--- config.mk ---
export PLATFORM = sky130hd
export DESIGN_NAME = dda_line_rasterizer_unit
export DESIGN_NICKNAME = d
export VERILOG_FILES = /design/src/hw/rtl/dda_pkg.sv /design/src/hw/rtl/dda_ctrl.sv /design/src/hw/rtl/dda_datapath.sv /design/src/hw/rtl/dda_line_rasterizer_unit.sv
export SDC_FILE = /design/constraint.sdc
export NUM_CORES = 1
export LEC_CHECK = 0
export ABC_CLOCK_PERIOD_IN_PS = 12050
export BUFFER_PORTS_ARGS = -buffer_cell sky130_fd_sc_hd__buf_4
export CORE_MARGIN = 3
export CORE_UTILIZATION = 40
export CTS_CLUSTER_DIAMETER = 50
export CTS_CLUSTER_SIZE = 20
export DETAILED_ROUTE_END_ITERATION = 10
export SYNTH_ARGS = -nofsm -noshare
export SYNTH_HDL_FRONTEND = slang
export SYNTH_HIERARCHICAL = 1
export SYNTH_SLANG_ARGS = --single-unit
--- constraint.sdc ---
create_clock -name clk -period 12.05 [get_ports clk]
set_input_delay 0.6025 -clock clk [delete_from_list [all_inputs] [get_ports clk]]
set_output_delay 0.6025 -clock clk [all_outputs]
set_load 0.05 [all_outputs]
--- src/hw/rtl/dda_pkg.sv ---
// ----------------------------------------------------------------------------
// DDA line rasterizer package
// Shared widths, beat payload types and controller/datapath interface structs.
// ----------------------------------------------------------------------------
package dda_pkg;

  localparam int COORD_BITS   = 9;
  localparam int FRAC_BITS    = 16;
  // Position in Q(COORD).(FRAC); also the width of the divider numerator.
  localparam int ACC_BITS     = COORD_BITS + FRAC_BITS;
  // Signed increment, one bit wider than the position.
  localparam int INC_BITS     = ACC_BITS + 1;
  localparam int DIV_CNT_BITS = $clog2(ACC_BITS);

  localparam logic REQ_START   = 1'b0;
  localparam logic REQ_ADVANCE = 1'b1;

  typedef struct packed {
    logic                  req_type;
    logic [COORD_BITS-1:0] x_start;
    logic [COORD_BITS-1:0] y_start;
    logic [COORD_BITS-1:0] x_end;
    logic [COORD_BITS-1:0] y_end;
  } dda_req_t;

  typedef struct packed {
    logic [COORD_BITS-1:0] pixel_x;
    logic [COORD_BITS-1:0] pixel_y;
    logic                  last_pixel;
  } dda_pix_t;

  typedef struct packed {
    logic load_line;
    logic advance;
    logic div_run;
    logic div_finish;
  } dda_cmd_t;

  typedef struct packed {
    logic line_active;
    logic div_last;
    logic out_free;
  } dda_sts_t;

endpackage

--- src/hw/rtl/dda_ctrl.sv ---
// ----------------------------------------------------------------------------
// DDA controller
// Sequences line set-up (increment division) and per-pixel advances.
// ----------------------------------------------------------------------------
module dda_ctrl (
  input  logic              clk,
  input  logic              rst,
  input  logic              req_valid,
  input  logic              req_type,
  output logic              req_stall,
  input  dda_pkg::dda_sts_t sts,
  output dda_pkg::dda_cmd_t cmd
);
  import dda_pkg::*;

  typedef enum logic [2:0] {
    S_READY  = 3'b001,
    S_DIVIDE = 3'b010,
    S_SIGN   = 3'b100
  } state_t;

  state_t state;
  state_t state_next;
  logic   take;

  assign take = (state == S_READY) && sts.out_free && req_valid;

  always_comb begin
    state_next     = state;
    cmd            = '0;
    req_stall      = 1'b1;
    unique case (state)
      S_READY: begin
        req_stall     = !sts.out_free;
        cmd.load_line = take && (req_type == REQ_START);
        cmd.advance   = take && (req_type == REQ_ADVANCE) && sts.line_active;
        if (cmd.load_line) begin
          state_next = S_DIVIDE;
        end
      end
      S_DIVIDE: begin
        cmd.div_run = 1'b1;
        if (sts.div_last) begin
          state_next = S_SIGN;
        end
      end
      S_SIGN: begin
        cmd.div_finish = 1'b1;
        state_next     = S_READY;
      end
      default: begin
        state_next = S_READY;
      end
    endcase
  end

  always_ff @(posedge clk) begin
    if (rst) begin
      state <= S_READY;
    end else begin
      state <= state_next;
    end
  end

endmodule

--- src/hw/rtl/dda_datapath.sv ---
// ----------------------------------------------------------------------------
// DDA datapath
// Endpoint latch, bit-serial increment dividers, accumulators, output register.
// ----------------------------------------------------------------------------
module dda_datapath (
  input  logic              clk,
  input  logic              rst,
  input  dda_pkg::dda_req_t req,
  input  dda_pkg::dda_cmd_t cmd,
  output dda_pkg::dda_sts_t sts,
  output logic              pix_valid,
  input  logic              pix_stall,
  output dda_pkg::dda_pix_t pix
);
  import dda_pkg::*;

  logic signed [COORD_BITS:0] dx;
  logic signed [COORD_BITS:0] dy;
  logic [COORD_BITS-1:0]      ax;
  logic [COORD_BITS-1:0]      ay;
  logic [COORD_BITS-1:0]      step_in;

  logic [COORD_BITS-1:0]   step_r;
  logic                    neg_x;
  logic                    neg_y;
  logic [ACC_BITS-1:0]     num_x;
  logic [ACC_BITS-1:0]     num_y;
  logic [COORD_BITS-1:0]   rem_x;
  logic [COORD_BITS-1:0]   rem_y;
  logic [DIV_CNT_BITS-1:0] div_cnt;

  logic [COORD_BITS:0]   trial_x;
  logic [COORD_BITS:0]   trial_y;
  logic                  ge_x;
  logic                  ge_y;

  logic [ACC_BITS-1:0]   x_accum;
  logic [ACC_BITS-1:0]   y_accum;
  logic [ACC_BITS-1:0]   x_accum_next;
  logic [ACC_BITS-1:0]   y_accum_next;
  logic [INC_BITS-1:0]   x_step_inc;
  logic [INC_BITS-1:0]   y_step_inc;
  logic [COORD_BITS-1:0] steps_left;
  logic [COORD_BITS-1:0] end_x;
  logic [COORD_BITS-1:0] end_y;
  logic                  line_active;
  logic                  final_step;

  // Line set-up from the incoming endpoints.
  assign dx      = $signed({1'b0, req.x_end}) - $signed({1'b0, req.x_start});
  assign dy      = $signed({1'b0, req.y_end}) - $signed({1'b0, req.y_start});
  assign ax      = dx[COORD_BITS] ? COORD_BITS'(-dx) : dx[COORD_BITS-1:0];
  assign ay      = dy[COORD_BITS] ? COORD_BITS'(-dy) : dy[COORD_BITS-1:0];
  assign step_in = (ax > ay) ? ax : ay;

  // Restoring division, one quotient bit per cycle; quotient shifts into num.
  assign trial_x = {rem_x, num_x[ACC_BITS-1]};
  assign trial_y = {rem_y, num_y[ACC_BITS-1]};
  assign ge_x    = trial_x >= {1'b0, step_r};
  assign ge_y    = trial_y >= {1'b0, step_r};

  assign x_accum_next = x_accum + x_step_inc[ACC_BITS-1:0];
  assign y_accum_next = y_accum + y_step_inc[ACC_BITS-1:0];
  assign final_step   = (steps_left == COORD_BITS'(1));

  always_ff @(posedge clk) begin
    if (cmd.load_line) begin
      step_r  <= step_in;
      neg_x   <= dx[COORD_BITS];
      neg_y   <= dy[COORD_BITS];
      num_x   <= {ax, {FRAC_BITS{1'b0}}};
      num_y   <= {ay, {FRAC_BITS{1'b0}}};
      rem_x   <= '0;
      rem_y   <= '0;
      div_cnt <= '0;
    end else if (cmd.div_run) begin
      num_x   <= {num_x[ACC_BITS-2:0], ge_x};
      num_y   <= {num_y[ACC_BITS-2:0], ge_y};
      rem_x   <= ge_x ? COORD_BITS'(trial_x - {1'b0, step_r}) : trial_x[COORD_BITS-1:0];
      rem_y   <= ge_y ? COORD_BITS'(trial_y - {1'b0, step_r}) : trial_y[COORD_BITS-1:0];
      div_cnt <= div_cnt + DIV_CNT_BITS'(1);
    end
  end

  always_ff @(posedge clk) begin
    if (rst) begin
      x_accum     <= '0;
      y_accum     <= '0;
      x_step_inc  <= '0;
      y_step_inc  <= '0;
      steps_left  <= '0;
      end_x       <= '0;
      end_y       <= '0;
      line_active <= 1'b0;
    end else begin
      if (cmd.load_line) begin
        x_accum     <= {req.x_start, {FRAC_BITS{1'b0}}};
        y_accum     <= {req.y_start, {FRAC_BITS{1'b0}}};
        end_x       <= req.x_end;
        end_y       <= req.y_end;
        steps_left  <= step_in;
        line_active <= (step_in != '0);
        x_step_inc  <= '0;
        y_step_inc  <= '0;
      end else if (cmd.div_finish) begin
        x_step_inc <= neg_x ? -{1'b0, num_x} : {1'b0, num_x};
        y_step_inc <= neg_y ? -{1'b0, num_y} : {1'b0, num_y};
      end else if (cmd.advance) begin
        x_accum    <= x_accum_next;
        y_accum    <= y_accum_next;
        steps_left <= steps_left - COORD_BITS'(1);
        if (final_step) begin
          line_active <= 1'b0;
        end
      end
    end
  end

  // Output register: hold while stalled, drop once the beat is taken.
  always_ff @(posedge clk) begin
    if (rst) begin
      pix_valid <= 1'b0;
    end else if (cmd.load_line || cmd.advance) begin
      pix_valid <= 1'b1;
    end else if (!pix_stall) begin
      pix_valid <= 1'b0;
    end
  end

  always_ff @(posedge clk) begin
    if (cmd.load_line) begin
      pix.pixel_x    <= req.x_start;
      pix.pixel_y    <= req.y_start;
      pix.last_pixel <= (step_in == '0);
    end else if (cmd.advance) begin
      if (final_step) begin
        pix.pixel_x    <= end_x;
        pix.pixel_y    <= end_y;
        pix.last_pixel <= 1'b1;
      end else begin
        // Floor of a two's complement Q value is its integer bit field.
        pix.pixel_x    <= x_accum_next[ACC_BITS-1:FRAC_BITS];
        pix.pixel_y    <= y_accum_next[ACC_BITS-1:FRAC_BITS];
        pix.last_pixel <= 1'b0;
      end
    end
  end

  assign sts.line_active = line_active;
  assign sts.div_last    = (div_cnt == DIV_CNT_BITS'(ACC_BITS - 1));
  assign sts.out_free    = !pix_valid || !pix_stall;

endmodule

--- src/hw/rtl/dda_line_rasterizer_unit.sv ---
// ----------------------------------------------------------------------------
// DDA line rasterizer
// Walks a line between two endpoints in Q9.16 fixed point, one pixel a beat.
// ----------------------------------------------------------------------------
// Usage:
//   req channel (req_valid / req_stall / req): a start beat (req_type 0)
//   carries both endpoints; an advance beat (req_type 1) steps the line once.
//   pix channel (pix_valid / pix_stall / pix): one pixel beat per start and
//   per advance of an active line; the line's end point has last_pixel set.
//   An advance with no active line is taken and produces no beat.
// Output: every pixel beat appears in the cycle after its request beat is taken.
// Throughput: advances are taken one per cycle while the output is not stalled.
//   A start is accepted, then the serial x/y increment dividers run at one
//   quotient bit per cycle, then the sign is applied, before the next beat is taken.
// Zero-length line: the start beat gives a single pixel marked last.
// Stall: the output register holds its beat while pix_stall is high; a new
//   request is taken in the cycle that beat leaves, so no bubble is added.
// Reset (rst, synchronous): clears the line state and the output valid; the
//   block comes up idle and ready for a start beat.
// ----------------------------------------------------------------------------
module dda_line_rasterizer_unit (
  input  logic              clk,
  input  logic              rst,
  input  logic              req_valid,
  output logic              req_stall,
  input  dda_pkg::dda_req_t req,
  output logic              pix_valid,
  input  logic              pix_stall,
  output dda_pkg::dda_pix_t pix
);
  import dda_pkg::*;

  dda_cmd_t cmd;
  dda_sts_t sts;

  // Sequence set-up and advances.
  dda_ctrl u_ctrl (
    .clk       (clk),
    .rst       (rst),
    .req_valid (req_valid),
    .req_type  (req.req_type),
    .req_stall (req_stall),
    .sts       (sts),
    .cmd       (cmd)
  );

  // Divide, accumulate and register the pixel beat.
  dda_datapath u_datapath (
    .clk       (clk),
    .rst       (rst),
    .req       (req),
    .cmd       (cmd),
    .sts       (sts),
    .pix_valid (pix_valid),
    .pix_stall (pix_stall),
    .pix       (pix)
  );

  // A start always leaves a pixel beat in the output register.
  a_start_emits : assert property (@(posedge clk) disable iff (rst)
    cmd.load_line |=> pix_valid)
    else $error("start beat produced no pixel");

  // No request beat is taken while the increments are being divided.
  a_start_blocks : assert property (@(posedge clk) disable iff (rst)
    cmd.load_line |=> req_stall)
    else $error("request taken during line set-up");

  // Advances step only an active line.
  a_advance_active : assert property (@(posedge clk) disable iff (rst)
    cmd.advance |-> sts.line_active)
    else $error("advance issued with no active line");

  // At most one datapath command per cycle.
  a_cmd_onehot : assert property (@(posedge clk) disable iff (rst)
    $onehot0({cmd.load_line, cmd.advance, cmd.div_run, cmd.div_finish}))
    else $error("conflicting datapath commands");

endmodule
**After elaboration in Yosys (flattened, before gate mapping)**

Index checks and enable logic that the tools add are counted.

- Bits in registers: 235
- Bits of input ports: 41
- Output and inout port bits: 21
- Word-level logic and storage cells: 107

- $add $sub $neg: 12
- Magnitude comparators: 3
- Eq/ne operators: 9
- Muxes and demuxes: 36
- Bitwise gates (word level): 2
- Reduce and logical (&&, ||, !) cells: 20

Operator list:

| operator | number |
|---|---|
| 25-bit two-way mux | 12 |
| 9-bit two-way mux | 8 |
| 19-bit two-way mux | 3 |
| 25-bit adder | 2 |
| 25-bit negator | 2 |
| 10-bit by 9-bit greater-or-equal comparator with 1-bit output | 2 |
| 9-bit by 9-bit subtractor with 10-bit output | 2 |
| 9-bit negator | 2 |
| 9-bit subtractor | 2 |
| 9-bit by 1-bit == test with 1-bit output (second input constant) | 1 |
| 9-bit greater-than comparator | 1 |
| 9-bit zero test | 1 |
| 1-bit two-way mux | 9 |
| 9-bit nonzero test | 1 |
| 9-bit by 1-bit subtractor with 9-bit output (second input constant) | 1 |
| 3-bit two-way mux | 2 |
| 3-bit one-hot mux with 2 select lines | 1 |
| 2-bit AND reduction | 3 |
| 2-bit nonzero test | 3 |
| 5-bit by 1-bit adder with 5-bit output (second input constant) | 1 |
| 5-bit == test (second input constant) | 1 |
| 1-bit logical AND | 5 |
| 2-bit by 1-bit inequality test with 1-bit output (second input constant) | 2 |
| 2-bit inequality test (second input constant) | 2 |
| 9 further kinds | 13 |

**Depth between registers and ports, before layout**

- Depth after elaboration: 10
- Gate-level depth with buffers: 21
- Mapped depth without buffers: 20

**Hierarchy**

The synthesis kept the hierarchy.

By module, submodules not included:

| module | instances | cells each | area an instance (um^2) | seq. area each (um^2) |
|---|---|---|---|---|
| dda_datapath | 1 | 1679 | 14219.9 | 5124.9 |
| dda_ctrl | 1 | 16 | 170.2 | 60.1 |

**Least setup slack after synthesis**

No wires, ideal clock.

- Kind: in2reg
- Start point: input port req[0] (netlist bit)
- End point: register, netlist name u_datapath/pix[0]
- Library setup time: 132 ps
- Data arrival time: 4309 ps
- Data required time: 11918 ps
- Slack: 7610 ps
- Cell stages on the path: 21
- Path buffers: 1
- Cell sequence: inv_1 > ha_1 > inv_1 > fa_1 > a211oi_1 > nor2_1 > xor2_1 > nor4_1 > nor2_1 > xnor2_1 > inv_1 > ha_1 > a211o_1 > o221ai_1 > a21oi_1 > o31a_1 > buf_1 > nor2_1 > o211ai_1 > o32ai_2 > a41o_1

- Cells in the longest elaborated chain, start to end: 7

Ends and longest elaborated chain:

| what | RTL line | RTL |
|---|---|---|
| start, declared | dda_line_rasterizer_unit.sv:26 | `input dda_pkg::dda_req_t req,` |
| 9-bit by 9-bit subtractor with 10-bit output (*) | dda_datapath.sv:51 | `assign dy = $signed({1'b0, req.y_end}) - $signed({1'b0, req.y_start});` |
| 9-bit negator | dda_datapath.sv:53 | `assign ay = dy[COORD_BITS] ? COORD_BITS'(-dy) : dy[COORD_BITS-1:0];` |
| 9-bit two-way mux (*) | dda_datapath.sv:53 |  |
| 9-bit greater-than comparator | dda_datapath.sv:54 | `assign step_in = (ax > ay) ? ax : ay;` |
| 9-bit two-way mux (*) | dda_datapath.sv:54 |  |
| 9-bit zero test (*) | dda_datapath.sv:134 | `pix.last_pixel <= (step_in == '0);` |
| 19-bit two-way mux (*) | dda_datapath.sv:131 | `if (cmd.load_line) begin` |

Mark *: on every way between the ends. The rest lies on a longest branch, timed or not.
A chain may end at the register's enable or synchronous reset.

**Worst setup path in the final report**

- Start point: input port req[0] (netlist bit)
- End point: register, netlist name u_datapath/pix[0]

- Cells in the longest elaborated chain, start to end: 7

Ends and longest elaborated chain:

| what | RTL line |
|---|---|
| 9-bit by 9-bit subtractor with 10-bit output (*) | dda_datapath.sv:51 |
| 9-bit negator | dda_datapath.sv:53 |
| 9-bit two-way mux (*) | dda_datapath.sv:53 |
| 9-bit greater-than comparator | dda_datapath.sv:54 |
| 9-bit two-way mux (*) | dda_datapath.sv:54 |
| 9-bit zero test (*) | dda_datapath.sv:134 |
| 19-bit two-way mux (*) | dda_datapath.sv:131 |

Marked as above.

==> metrics.sh <==
POWER_SPENT_CHARGING_AND_DISCHARGING_NETS_W=0.0006774
LAYOUT-DRIVE-GT1-SHARE=0.09112
WORST_IR_DROP_VDD_mV=0.1107
SYNTH_EDF_COUNT=48
POSTSYNTHREGISTERBITS=235
CLOCK_SINKS=235
WORST_PATH_ARRIVAL_TIME_NS=4.96
SWITCHING_PART_OF_THE_TOTAL_POWER=0.2990
GRT_MAX_DEGREE=134
DIEAREA_MM2=0.03829
DETAIL_ROUTE.FIRST_PASS.ITERATIONS=5
FINAL-MAX-SLEW-VIOLATION-COUNT=0
POST-CTS-SETUP-BUFFER-COUNT=0
HOLD_VIOL=0
CRITPATHLAUNCHTYPE='input port'
INITIAL_UTILIZATION=0.4115
FINALWORSTPATHREQUIREDPERIOD_NS=4.541
GRT_OVERFLOW_TOTAL=0
HOLDCRITPATHCLASS='input port to flip-flop'
RUN_STATUS='finished clean'
WORST_SETUP_PATH_END_KIND='flip-flop'
YOSYS.CELL_COUNT.TOP_TYPE='sky130_fd_sc_hd__nor2_1'
GRT_PASS1_VIAS=11400
SYNTH_SEQ_AREA_SHARE=0.3603
GRT_PASS1_WL_MM=58.53
ACHIEVABLE-FREQUENCY_GHz=0.2202
LEAKAGEPOWER_nW=6.483
CTS_MAX_LEVEL=1
DRV.MAX_CAP_VIOLATION_COUNT=0
SEQ_POWER_SHARE=0.385
TRANSITION_TIME_OF_THE_TIGHTEST_SLEW_CHECK_PIN_NS=1.002
POST_SYNTH_DESIGN_CELL_AREA_MM2=0.01439
SYN2LAYOUT_AREA_GROWTH_PCT=13.00
CLK_LATENCY_NS=0.55
CHIPHEIGHT_UM=195.7
FINALCOREUTILIZATION=0.4650
CLKTRANSATPATHREGS_NS=0.06
HPWL_DETAILED_MM=24.98
SETUP_REPAIR_AFTER_GLOBAL_ROUTING_MISSED_ITS_MARGIN='false'
PORT_BUFFERS=61
COMBINATIONAL_FRACTION_OF_DESIGN_POWER=0.209
SYNTH_CELL_TYPES=80
SYNTH_TOP_AREA_CELL='sky130_fd_sc_hd__dfxtp_1'
VIAS_PER_CELL=5.425
FIN_WORST_SKEW_NS=0.02203
MOST_FREQUENT_CELLS_AFTER_SYNTHESIS='219 x sky130_fd_sc_hd__nor2_1, 187 x sky130_fd_sc_hd__dfxtp_1, 171 x sky130_fd_sc_hd__nand2_1'
INTERNAL_POWER_W=0.001588
SHARE_CLK_OF_TOTAL_POWER=0.405
GP_ROUTABILITY_CONGESTION=0.8892
CORE_AREA_MM2=0.03497
BOUNDARY_PIN_COUNT=62
TIMING_WORST_SETUP_PATH_TYPE='input port to flip-flop'
CTS_TREE='done'
VIA_COUNT=11930
SYNTH_NETS=1843
DETAIL_ROUTE.ITER0.VIOLATIONS=619
ROUTE.DETAILED.WL_PER_INST_UM=16.30
TIMING.SETUP.TNS_NS=0
ANTENNA_CELLS=0
DRC=0
GRT_ANTENNA_BEFORE_REPAIR=1
CTS_ROOT_BUFFER='sky130_fd_sc_hd__clkbuf_16'
TIMING.SLEW.HEADROOM=0.3318
DIE_W_UM=195.7
YOSYS-TOP-CELLS-AREA='sky130_fd_sc_hd__dfxtp_1 26%, sky130_fd_sc_hd__edfxtp_1 10%, sky130_fd_sc_hd__ha_1 8.8%'
TRITONCTS.NUM_BUFFERS=31
GRT_USAGE=0.1813
FINAL_SETUP_VIOLATION_COUNT=0
CORE.ROWCOUNT=68
CTSLONGESTPATHBUFFERS=3
SYN_AVG_CELL_AREA_UM2=8.490
YOSYS_MOST_USED_DFF='sky130_fd_sc_hd__dfxtp_1'
WORSTPATHMAXFANOUT=12
POSTSYNTHCELLCOUNT=1695
FINALWIRELENGTH_MM=35.86
POWER-PER-CELL-AREA_mW_PER_MM2=139.3
SYNTH.YOSYS.WARNINGS=6
CTSHOLDBUFFERS=0
ANT_NETS=0
ASYNC_SET_OR_RESET_FLOP_FRACTION_IN_THE_SYNTHESIZED_NETLIST=0
MIN_PERIOD_OVER_PERIOD=0.3768
FINALNETCOUNT=1869
YOSYS.AREA.TOP_TYPE_SHARE=0.2602
CRIT_REQUIRED_NS=12.47
POST_CTS.RESIZED_INSTANCES=0
FINAL.HOLD.WORST_SLACK_NS=0.3059
-- worst max-delay path, stage by stage --
cell and delay [ns]:
sky130_fd_sc_hd__buf_4 0.11, sky130_fd_sc_hd__inv_1 0.05, sky130_fd_sc_hd__ha_1 0.16, sky130_fd_sc_hd__inv_1 0.06
sky130_fd_sc_hd__fa_1 0.40, sky130_fd_sc_hd__a211oi_1 0.31, sky130_fd_sc_hd__nor2_1 0.11, sky130_fd_sc_hd__xor2_1 0.19
sky130_fd_sc_hd__nor4_1 0.38, sky130_fd_sc_hd__nor2_1 0.10, sky130_fd_sc_hd__xnor2_1 0.22, sky130_fd_sc_hd__inv_1 0.08
sky130_fd_sc_hd__ha_1 0.32, sky130_fd_sc_hd__a211o_1 0.17, sky130_fd_sc_hd__o221ai_1 0.14, sky130_fd_sc_hd__a21oi_1 0.15
sky130_fd_sc_hd__o31a_1 0.50, sky130_fd_sc_hd__nand3_1 0.12, sky130_fd_sc_hd__or4_1 0.43, sky130_fd_sc_hd__o32ai_2 0.17
sky130_fd_sc_hd__a41o_1 0.20
-- per-stage QoR --
stage          total power, W  instances  instance area, µm²  worst slack (ns)
6_report             0.002266       2200               16260             7.509
5_1_grt              0.002371       2200               16260             7.228
4_1_cts              0.002285       2200               16260             7.608
3_5_place_dp         0.001357       2143               15240             7.035
3_3_place_gp         0.001353       2143               15240             7.096
2_1_floorplan        0.001228       1695               14390             7.610
-- cell families (layout without fill, tap and decap cells) --
kind of cell,count (synthesis),after routing,share of synthesized area
xor gates and xnor gates,124,124,0.07599
adders and majority gates,107,107,0.09617
AOI/OAI and AO/OA,429,429,0.1947
and+or+nand+nor,551,551,0.1728
DFF,235,235,0.3603
buffers and inverters,170,220,0.04469
muxes,79,79,0.05539
-- layout make-up --
cell class | count | area (µm²)
clock buffer | 36 | 804.5
clock inverter | 21 | 219.0
fill | 3339 | 18710
inverter | 92 | 345.3
multi-input combinational | 1290 | 8592
sequential | 235 | 5185
tap | 455 | 569.3
timing repair buffer | 71 | 545.5
-- layout by cell type (no fill, tap or decap), drive strengths merged, types with 8 or more instances in the layout --
| master | netlist | layout |
|---|---|---|
| a211oi | 71 | 71 |
| nand2 | 172 | 172 |
| a21o | 15 | 15 |
| nand4 | 12 | 12 |
| edfxtp | 48 | 48 |
| clkinv | 0 | 12 |
| o211ai | 12 | 12 |
| o41ai | 10 | 10 |
| dfxtp | 187 | 187 |
| a21oi | 120 | 120 |
| nor2 | 220 | 220 |
| clkbuf | 61 | 36 |
| a311oi | 14 | 14 |
| o21ai | 95 | 95 |
| ha | 101 | 101 |
| a22o | 8 | 8 |
| inv | 92 | 95 |
| or3 | 15 | 15 |
| nand2b | 15 | 15 |
| o21bai | 8 | 8 |
| nor2b | 14 | 14 |
| mux2i | 74 | 74 |
| a31oi | 10 | 10 |
| buf | 17 | 71 |
| nor3 | 31 | 31 |
| nand3 | 30 | 30 |
| o31ai | 16 | 16 |
| xor2 | 68 | 68 |
| o21a | 12 | 12 |
| xnor2 | 56 | 56 |
-- power by group through the flow --
stage               logic (W)  clock network (W)  registers (W)
floorplan            0.000328                  0       0.000900
global placement     0.000463                  0       0.000889
detailed placement   0.000468                  0       0.000890
CTS                  0.000471           0.000941       0.000873
global route         0.000520           0.000974       0.000877
finish               0.000474           0.000918       0.000873
-- layer usage --
layer,wire length (µm),GRT usage,part of all wire
met5,7,0,0.00020
met4,663,0.04199,0.018
met3,1650,0.02490,0.046
met2,16220,0.2963,0.45
met1,17320,0.2555,0.48
-- worst paths after layout --
| path | start | to | slack, ns | depth (start not counted) |
|---|---|---|---|---|
| worst max-delay path | req[0] | u_datapath/pix[0] | 7.51 | 21 |
| worst min-delay path | req[5] | u_datapath/end_y[5] | 0.31 | 3 |
| worst max register to register | u_datapath/x_step_inc[0] | u_datapath/pix[18] | 8.60 | 12 |
| worst min register to register | u_datapath/y_accum[8] | u_datapath/y_accum[8] | 0.46 | 2 |
-- flip-flops by register name, indices dropped and copies added, names as in the netlist, 3 cells and up --
register,count
u_ctrl/state,3
u_datapath/div_cnt,5
u_datapath/end_x,9
u_datapath/end_y,9
u_datapath/num_x,25
u_datapath/num_y,25
u_datapath/pix,19
u_datapath/rem_x,9
u_datapath/rem_y,9
u_datapath/step_r,9
u_datapath/steps_left,9
u_datapath/x_accum,25
u_datapath/x_step_inc,25
u_datapath/y_accum,25
u_datapath/y_step_inc,25
(Power assumes the default switching activity.)
